`config.mk`:
```
export PLATFORM = sky130hd
export DESIGN_NAME = greedy_job_sequencing_core
export DESIGN_NICKNAME = d
export VERILOG_FILES = /design/src/design/gjs_pkg.sv /design/src/design/gjs_cell.sv /design/src/design/gjs_slot_finder.sv /design/src/design/greedy_job_sequencing_core.sv
export SDC_FILE = /design/constraint.sdc
export NUM_CORES = 2
export LEC_CHECK = 0
export BUFFER_PORTS_ARGS = -buffer_cell sky130_fd_sc_hd__buf_2
export CAP_MARGIN = 20
export CORE_ASPECT_RATIO = 0.7
export CORE_MARGIN = 2
export CORE_UTILIZATION = 45
export CTS_BUF_LIST = sky130_fd_sc_hd__clkbuf_4 sky130_fd_sc_hd__clkbuf_8
export CTS_CLUSTER_DIAMETER = 120
export DETAILED_ROUTE_END_ITERATION = 8
export SYNTH_ARGS = -nofsm -noshare
export SYNTH_HDL_FRONTEND = slang
export SYNTH_HIERARCHICAL = 1
export SYNTH_SLANG_ARGS = --single-unit
```
`constraint.sdc`:
```
create_clock -name clk -period 4.7 [get_ports clk]
set_clock_uncertainty 0.05 [all_clocks]
set_input_delay 0.705 -clock clk [delete_from_list [all_inputs] [get_ports clk]]
set_output_delay 0.705 -clock clk [all_outputs]
set_load 0.01 [all_outputs]
```
`src/design/gjs_pkg.sv`:
```
`timescale 1ns / 1ps
// ----------------------------------------------------------------------------
// gjs_pkg
// Shared sizes and types for the greedy job sequencing core.
// ----------------------------------------------------------------------------
package gjs_pkg;

  localparam int MAX_JOBS   = 32;
  localparam int MAX_SLOTS  = 64;
  localparam int GROUP      = 8;
  localparam int NUM_GROUPS = MAX_SLOTS / GROUP;

  localparam int IDX_W    = $clog2(MAX_JOBS);
  localparam int CNT_W    = $clog2(MAX_JOBS + 1);
  localparam int DL_W     = 7;
  localparam int PROFIT_W = 16;
  localparam int TOTAL_W  = 21;
  localparam int GRP_W    = $clog2(NUM_GROUPS);
  localparam int BIT_W    = $clog2(GROUP);

  localparam logic [TOTAL_W-1:0] TOTAL_MAX = {TOTAL_W{1'b1}};

  // one stored job as it sits in a sorting cell
  typedef struct packed {
    logic                valid;
    logic [PROFIT_W-1:0] profit;
    logic [DL_W-1:0]     deadline;
    logic [IDX_W-1:0]    index;
  } job_entry_t;

  // chain control broadcast to every cell
  typedef struct packed {
    logic ins;
    logic shift;
  } cell_ctl_t;

  // slot search answer
  typedef struct packed {
    logic            found;
    logic [DL_W-1:0] slot;
  } slot_hit_t;

endpackage

```
`src/design/gjs_cell.sv`:
```
`timescale 1ns / 1ps
// ----------------------------------------------------------------------------
// gjs_cell
// One cell of the sorted job chain. Insert keeps the chain in falling
// profit order with ties in load order; shift moves every entry one cell
// toward the head.
// ----------------------------------------------------------------------------
module gjs_cell (
  input  logic                  clk,
  input  logic                  rst,
  input  gjs_pkg::cell_ctl_t    ctl,
  input  gjs_pkg::job_entry_t   new_entry,
  input  gjs_pkg::job_entry_t   prev_entry,
  input  logic                  prev_gt,
  input  gjs_pkg::job_entry_t   next_entry,
  output gjs_pkg::job_entry_t   entry,
  output logic                  gt
);

  // new job beats the held one: empty cell or strictly higher profit
  assign gt = !entry.valid || (new_entry.profit > entry.profit);

  // hold, take the next entry on shift, take the new job, or take the neighbor that is pushed down
  always_ff @(posedge clk) begin
    if (rst) begin
      entry <= '0;
    end else if (ctl.shift) begin
      entry <= next_entry;
    end else if (ctl.ins && gt) begin
      entry <= prev_gt ? prev_entry : new_entry;
    end
  end

endmodule

```
`src/design/gjs_slot_finder.sv`:
```
`timescale 1ns / 1ps
// ----------------------------------------------------------------------------
// gjs_slot_finder
// Slot map with a two-stage search for the latest free slot at or before
// a deadline. Stage one masks the map into groups, stage two encodes.
// ----------------------------------------------------------------------------
module gjs_slot_finder (
  input  logic                      clk,
  input  logic                      rst,
  input  logic                      clear,
  input  logic                      look,
  input  logic [gjs_pkg::DL_W-1:0]  deadline,
  output gjs_pkg::slot_hit_t        hit
);

  logic [gjs_pkg::MAX_SLOTS-1:0]                        busy_map;
  logic [gjs_pkg::NUM_GROUPS-1:0][gjs_pkg::GROUP-1:0]   avail;
  logic [gjs_pkg::NUM_GROUPS-1:0][gjs_pkg::GROUP-1:0]   avail_q;
  logic [gjs_pkg::NUM_GROUPS-1:0]                       grp;
  logic [gjs_pkg::NUM_GROUPS-1:0]                       grp_q;
  logic                                                 look_q;
  logic [gjs_pkg::GRP_W-1:0]                            sel_g;
  logic [gjs_pkg::BIT_W-1:0]                            sel_b;
  logic [gjs_pkg::GROUP-1:0]                            sel_bits;

  // free slots at or below the deadline, bit k stands for slot k+1
  always_comb begin
    for (int g = 0; g < gjs_pkg::NUM_GROUPS; g++) begin
      for (int b = 0; b < gjs_pkg::GROUP; b++) begin
        avail[g][b] = !busy_map[g*gjs_pkg::GROUP + b] &&
                      (gjs_pkg::DL_W'(g*gjs_pkg::GROUP + b) < deadline);
      end
      grp[g] = |avail[g];
    end
  end

  // stage one registers
  always_ff @(posedge clk) begin
    if (rst) begin
      look_q <= 1'b0;
    end else begin
      look_q <= look;
    end
  end

  always_ff @(posedge clk) begin
    if (look) begin
      avail_q <= avail;
      grp_q   <= grp;
    end
  end

  // stage two: highest group with a free slot, then highest bit in it
  always_comb begin
    sel_g = '0;
    for (int g = 0; g < gjs_pkg::NUM_GROUPS; g++) begin
      if (grp_q[g]) sel_g = gjs_pkg::GRP_W'(g);
    end
    sel_bits = avail_q[sel_g];
    sel_b = '0;
    for (int b = 0; b < gjs_pkg::GROUP; b++) begin
      if (sel_bits[b]) sel_b = gjs_pkg::BIT_W'(b);
    end
    hit.found = look_q && (|grp_q);
    hit.slot  = gjs_pkg::DL_W'({sel_g, sel_b}) + gjs_pkg::DL_W'(1);
  end

  // slot map: cleared per run, marked on each hit
  always_ff @(posedge clk) begin
    if (rst || clear) begin
      busy_map <= '0;
    end else if (hit.found) begin
      busy_map[{sel_g, sel_b}] <= 1'b1;
    end
  end

endmodule

```
`src/design/greedy_job_sequencing_core.sv`:
```
`timescale 1ns / 1ps
// ----------------------------------------------------------------------------
// greedy_job_sequencing_core
// Loads jobs into a sorted cell chain, then schedules them greedily by
// profit into the latest free slot at or before each deadline.
// ----------------------------------------------------------------------------
// Loading takes a new job every clock while the core is idle; the insert into
// the sorted chain, while it has room, is done in the cycle the job is taken.
// After the last job each stored job passes two states (ST_LOOK masks the slot
// map, ST_PICK encodes), then one more ST_LOOK closes the run. A result waits
// until the next job gets a slot and comes out the cycle after that; the last
// one follows the closing state with run_end. The receiver cannot stall.
// Synchronous reset empties the chain, the slot map and the count.
module greedy_job_sequencing_core (
  input  logic        clk,
  input  logic        rst,
  input  logic        start,
  output logic        busy,
  input  logic [6:0]  job_deadline,
  input  logic [15:0] job_profit,
  input  logic        last_job,
  output logic        result_valid,
  output logic [4:0]  job_index,
  output logic [6:0]  slot_taken,
  output logic [15:0] job_gain,
  output logic [20:0] total_profit,
  output logic        run_end
);

  localparam logic [1:0] ST_IDLE = 2'd0;
  localparam logic [1:0] ST_LOOK = 2'd1;
  localparam logic [1:0] ST_PICK = 2'd2;

  logic [1:0]                          state;
  logic [gjs_pkg::CNT_W-1:0]           count;
  gjs_pkg::cell_ctl_t                  ctl;
  gjs_pkg::job_entry_t                 new_entry;
  gjs_pkg::job_entry_t                 held [gjs_pkg::MAX_JOBS];
  logic [gjs_pkg::MAX_JOBS-1:0]        gt;
  gjs_pkg::job_entry_t                 head;
  gjs_pkg::slot_hit_t                  hit;
  logic                                accept;
  logic                                look;
  logic [gjs_pkg::IDX_W-1:0]           cur_index;
  logic [gjs_pkg::PROFIT_W-1:0]        cur_gain;
  logic [gjs_pkg::TOTAL_W-1:0]         total;
  logic [gjs_pkg::TOTAL_W-1:0]         total_next;
  logic [gjs_pkg::TOTAL_W:0]           total_sum;
  logic                                pend_valid;
  logic [gjs_pkg::IDX_W-1:0]           pend_index;
  logic [gjs_pkg::DL_W-1:0]            pend_slot;
  logic [gjs_pkg::PROFIT_W-1:0]        pend_gain;
  logic [gjs_pkg::TOTAL_W-1:0]         pend_total;

  assign busy   = (state != ST_IDLE);
  assign accept = start && !busy;
  assign head   = held[0];
  assign look   = (state == ST_LOOK) && head.valid;

  // incoming job, deadline saturated to the slot range
  always_comb begin
    new_entry.valid    = 1'b1;
    new_entry.profit   = job_profit;
    new_entry.deadline = (job_deadline > gjs_pkg::DL_W'(gjs_pkg::MAX_SLOTS)) ?
                         gjs_pkg::DL_W'(gjs_pkg::MAX_SLOTS) : job_deadline;
    new_entry.index    = count[gjs_pkg::IDX_W-1:0];
  end

  // chain control: insert while loading, shift one per visited job
  always_comb begin
    ctl.ins   = accept && (count < gjs_pkg::CNT_W'(gjs_pkg::MAX_JOBS));
    ctl.shift = look;
  end

  // sorted chain of job cells
  for (genvar i = 0; i < gjs_pkg::MAX_JOBS; i++) begin : g_chain
    gjs_pkg::job_entry_t prev_e;
    gjs_pkg::job_entry_t next_e;
    logic                prev_g;
    if (i == 0) begin : g_head
      assign prev_e = '0;
      assign prev_g = 1'b0;
    end else begin : g_mid
      assign prev_e = held[i-1];
      assign prev_g = gt[i-1];
    end
    if (i == gjs_pkg::MAX_JOBS - 1) begin : g_tail
      assign next_e = '0;
    end else begin : g_body
      assign next_e = held[i+1];
    end
    gjs_cell u_cell (
      .clk        (clk),
      .rst        (rst),
      .ctl        (ctl),
      .new_entry  (new_entry),
      .prev_entry (prev_e),
      .prev_gt    (prev_g),
      .next_entry (next_e),
      .entry      (held[i]),
      .gt         (gt[i])
    );
  end

  // slot map and search
  gjs_slot_finder u_slot (
    .clk      (clk),
    .rst      (rst),
    .clear    (accept && last_job),
    .look     (look),
    .deadline (head.deadline),
    .hit      (hit)
  );

  // saturating running total
  always_comb begin
    total_sum  = {1'b0, total} + (gjs_pkg::TOTAL_W + 1)'(cur_gain);
    total_next = total_sum[gjs_pkg::TOTAL_W] ? gjs_pkg::TOTAL_MAX :
                 total_sum[gjs_pkg::TOTAL_W-1:0];
  end

  // sequencer
  always_ff @(posedge clk) begin
    if (rst) begin
      state        <= ST_IDLE;
      count        <= '0;
      pend_valid   <= 1'b0;
      result_valid <= 1'b0;
    end else begin
      result_valid <= 1'b0;
      case (state)
        ST_IDLE: begin
          if (ctl.ins) count <= count + gjs_pkg::CNT_W'(1);
          if (accept && last_job) begin
            state      <= ST_LOOK;
            pend_valid <= 1'b0;
            total      <= '0;
          end
        end
        ST_LOOK: begin
          if (head.valid) begin
            cur_index <= head.index;
            cur_gain  <= head.profit;
            state     <= ST_PICK;
          end else begin
            // close the run, last held result carries run_end
            if (pend_valid) begin
              result_valid <= 1'b1;
              job_index    <= pend_index;
              slot_taken   <= pend_slot;
              job_gain     <= pend_gain;
              total_profit <= pend_total;
              run_end      <= 1'b1;
            end
            pend_valid <= 1'b0;
            count      <= '0;
            state      <= ST_IDLE;
          end
        end
        ST_PICK: begin
          if (hit.found) begin
            if (pend_valid) begin
              result_valid <= 1'b1;
              job_index    <= pend_index;
              slot_taken   <= pend_slot;
              job_gain     <= pend_gain;
              total_profit <= pend_total;
              run_end      <= 1'b0;
            end
            pend_valid <= 1'b1;
            pend_index <= cur_index;
            pend_slot  <= hit.slot;
            pend_gain  <= cur_gain;
            pend_total <= total_next;
            total      <= total_next;
          end
          state <= ST_LOOK;
        end
        default: begin
          state <= ST_IDLE;
        end
      endcase
    end
  end

endmodule

```
Word level (Yosys, flattened, before mapping) --
Index checks and enable logic that the tools add are counted.
Storage, ports and cells: register bits 1216, bits of input ports 27, word-level logic and storage cells 706
Operators by class: add/sub/neg operators 3, $lt $le $gt $ge 101, eq/ne operators 8, mux-type cells 151, bitwise gates (word level) 2, reduce and logical (&&, ||, !) cells 286
Operator list (number):
- 2-to-1 mux 29 bit | 93
- greater-than comparator 16 bit | 32
- less-than comparator 6 x 7 -> 1 bit, first input constant | 32
- 2-to-1 mux 21 bit | 6
- less-than comparator 5 x 7 -> 1 bit, first input constant | 16
- logical AND 1 bit | 102
- zero test 1 bit | 97
- one-hot mux 21 bit (2 select lines) | 2
- OR reduction 8 bit | 9
- nonzero test 2 bit | 35
- bitwise OR 64 bit | 1
- less-than comparator 4 x 7 -> 1 bit, first input constant | 8
- 2-to-1 mux 16 bit | 3
- logical OR 1 bit | 33
- one-hot mux 16 bit (2 select lines) | 1
- less-than comparator 3 x 7 -> 1 bit, first input constant | 4
- 2-to-1 mux 7 bit | 4
- binary-select mux 8 bit (select 3 bit) | 1
- 2-to-1 mux 3 bit | 8
- adder 21 x 16 -> 22 bit | 1
- 2-to-1 mux 5 bit | 3
- less-than comparator 1 x 7 -> 1 bit, first input constant | 2
- less-than comparator 2 x 7 -> 1 bit, first input constant | 2
- one-hot mux 7 bit (2 select lines) | 1
- 28 further kinds | 55

Longest topological paths before layout --
depth in word-level cells 21, gate-level depth with buffers 14

Modules after synthesis --
The synthesis kept the hierarchy.
By module, submodules not included:
- gjs_cell at g_chain[0].u_cell ... | instances 31, cells each 262, area an instance 2162.1 um2
- greedy_job_sequencing_core | instances 1, cells each 416, area an instance 6175.9 um2
- gjs_slot_finder | instances 1, cells each 584, area an instance 5809.3 um2
- gjs_cell at g_chain[29].u_cell | instances 1, cells each 262, area an instance 2167.1 um2

Worst setup path before layout --
No wires, ideal clock.
path type register -> register, start register u_slot/grp_q[3] in the netlist's numbering, end register job_gain[0] (enable), setup time 456 ps, arrival time 3334 ps, data required time 4194 ps, setup slack 860 ps, stages on the path, launching flop included 7, clock period less this slack 3840 ps, cells stage by stage edfxtp_1 -> or2_0 -> clkbuf_1 -> nor2_1 -> a21boi_0 -> o21ai_0 -> nor2_1
RTL lines:
- from (decl) | line gjs_slot_finder.sv:20 | logic [gjs_pkg::NUM_GROUPS-1:0] grp_q;
- from (signal assigned) | line gjs_slot_finder.sv:49 | grp_q <= grp;
- to (signal assigned) | line greedy_job_sequencing_core.sv:151 | job_gain <= pend_gain;
- to (signal assigned) | line greedy_job_sequencing_core.sv:166 | job_gain <= pend_gain;
- to (decl) | line greedy_job_sequencing_core.sv:25 | output logic [15:0] job_gain,

==> metrics.csv <==
metric,value,unit
numCtsBuffers,213,
power_frac_clock,40.5,%
startpoint_type,flop,
cp_max_fo,15,
r2r_cells,10,
clk_path_buf_depth,4,
grt_setup_unrepaired,no,
crit_path_end_kind,flop,
clkLatencyLatePin,1.02,ns
leakage,37.5,nW
period_share,84.9,%
root_buffer,clkbuf_8,
async_flop_share,0,%
area_growth,9.87,%
fillers,16900,
synth_edf_count,205,
rrSetupSlack,0.71,ns
p_sw_share,31.8,%
r2r-start,u_slot/grp_q[6],
ioPinCount,79,
synth.area.top_cells,"dfxtp_1 (25%), mux2i_1 (11%), ha_1 (8.2%)",
synth_top_family_by_area,compound AO/OA/AOI/OAI gates,
hp-class,in2reg,
netlist.top_cell.by_area,dfxtp_1,
firstDrtPassIters,7,
synth_compound_area_share,22.4,%
initial_core_util,45.3,%
wirelength,281000,um
drc,0,
drv_cap,0,
drt-vias-per-instance,6.44,
synth_warnings,6,
yosysSeqAreaShare,32.3,%
postCtsSetupBuffers,0,
io_buffers,78,
finalSetupViolCount,0,
hold_buffers,0,
place_ws,0.512,ns
ir_worst_vdd,0.215,mV
die-area,184000,um2
cts_resized,0,
synth.area.mux_share,11.5,%
drtIter0Drc,9469,
ys_ff_latch,1208,
tns,0,ns
status,completed,
path_class,reg2reg,
synthAdderAreaFrac,8.26,%
htreeDepth,4,
grt_pass1_vias,70700,
place_inst,11500,
grt_max_degree,246,
critPathArrivalTime,4.66,ns
worstHoldStart,rst,
num_rows,130,
hold_depth,2,
routabilityCongestion,0.913,
holdPathEnd,pend_valid,
seq_power_share,42.3,%
comb_power_share,17.2,%
synth_top_flop_cell,dfxtp_1,
worst_pin_slew,1.18,ns
cts.sinks,1208,
coreArea,179000,um2
layout.cells.non_filler,11900,
die_width,512,um
hold_viol,0,
grt_pass1_wl,431000,um
syn_inst,9384,
final_nets,9889,
postRouteAntennaNets,0,
synthSimpleGateAreaFrac,17.9,%
reg2reg_to,pend_slot[6],
post_drt_wl_per_cell,23.7,um
ys_types,84,
die_y,359,um
layout_setup_ws,0.711,ns
cts_tree,done,
grt_overflow,0,
maxSlewViolCount,0,
worstPathRequired,5.37,ns
p_int,17.6,mW
yosysTopAreaCellShare,24.7,%
switching_power,8.24,mW
final_util,49.8,%
antenna_found_initial,5,
layout_min_cycle_time,3.99,ns
clk_pin_slew,0.06,ns
syn_area,81200,um2
synth_xor_area_share,0.194,%
dp_hpwl,201000,um
drive_gt1_share,10.4,%
vias,76400,
track_usage,29.1,%
relSlewSlack,21.4,%
p_per_area,290,nW/um2
achievable-frequency,251,MHz
synth_area_per_cell,8.65,um2
[through the flow]
step,hold WS (ns),power [mW],area [um2]
finish,0.264,25.9,89200
global route,0.212,26.8,89200
CTS,0.185,25.8,89100
detailed placement,0.355,15.4,84700
global placement,0.352,15.3,84700
floorplan,0.350,14.0,81500
[final cells by class]
type / count / area, um2 / share of cell area (%)
inverters: 630 / 2370 / 2.66
flip-flops and latches: 1208 / 26200 / 29.4
well taps: 2376 / 2970 / 3.33
multi-input cells: 6892 / 49800 / 55.8
repair buffers: 382 / 3430 / 3.85
clock inverters: 32 / 228 / 0.255
clock buffers: 340 / 4160 / 4.66
diodes: 3 / 7.51 / 0.00842
[cells by family after synthesis]
family	after synthesis
AND/OR/NAND/NOR	2542
other	2
adder cells (fa/ha/maj)	535
XOR/XNOR	18
AO/OA/AOI/OAI	2773
flip-flops	1208
multiplexers	932
buffers and inverters	1374
[power by group through the flow]
stage / Clock, mW / Sequential [mW] / Combinational [mW]
floorplan: 0 / 11.0 / 2.92
global placement: 0 / 11.2 / 4.16
detailed placement: 0 / 11.2 / 4.25
CTS: 10.6 / 10.9 / 4.27
global route: 11.1 / 11.0 / 4.74
finish: 10.5 / 11.0 / 4.44
[worst max path at each step]
stage | start | end | slack [ns]
global placement | job_profit[0] | g_chain[14].u_cell/entry[9] | 0.61
detailed placement | job_profit[10] | g_chain[27].u_cell/entry[11] | 0.51
floorplan | u_slot/grp_q[3] | job_gain[0] | 0.86
global route | u_slot/grp_q[6] | pend_slot[4] | 0.55
finish | u_slot/grp_q[6] | pend_slot[6] | 0.71
CTS | u_slot/grp_q[6] | pend_slot[6] | 0.82
[sequential cells by signal, indices dropped and copies added, names as in the netlist]
register              count
g_chain.u_cell/entry    928
u_slot/busy_map          64
u_slot/avail_q           56
pend_total               21
total                    21
total_profit             21
cur_gain                 16
job_gain                 16
pend_gain                16
u_slot/grp_q              8
pend_slot                 7
slot_taken                7
count                     6
cur_index                 5
job_index                 5
pend_index                5
state                     2
pend_valid                1
result_valid              1
run_end                   1
u_slot/look_q             1
[synthesized netlist by cell type (153+ instances only)]
| master | instances |
|---|---|
| a21oi_1 | 1232 |
| nor2_1 | 1161 |
| dfxtp_1 | 1003 |
| mux2i_1 | 932 |
| o31ai_1 | 832 |
| inv_1 | 628 |
| clkbuf_1 | 573 |
| ha_1 | 534 |
| nand4b_1 | 416 |
| or4_1 | 388 |
| edfxtp_1 | 205 |
| nand2_1 | 167 |
| o21ai_0 | 153 |
[worst max-delay path: stages (launching register included)]
cell and delay (ns):
edfxtp_1 0.83, inv_2 0.13, a21oi_4 0.18, and2_1 0.68, a211oi_1 0.35, nor4_4 0.61
o21bai_1 0.12, a21oi_1 0.23, o21ai_1 0.09, ha_1 0.25, and3_1 0.19
[routing by layer]
layer / GRT usage [%] / part of all wire, %
met4: 5.79 / 1.7
met3: 7.62 / 12
met5: 0.388 / 0.037
met1: 47.3 / 50
met2: 36.9 / 37
[placed cells by master, fill, tap and decap left out, drive strengths merged, types with 97 or more instances in the layout]
cell	n
o21ai	173
nand4b	416
nor2	1195
inv	632
o41ai	97
dfxtp	1003
edfxtp	205
buf	382
o31ai	833
mux2i	932
ha	534
clkbuf	340
or4	389
nand2	168
a211oi	98
a21oi	1246
nand4	134
Power figures use the tool's default switching activity.
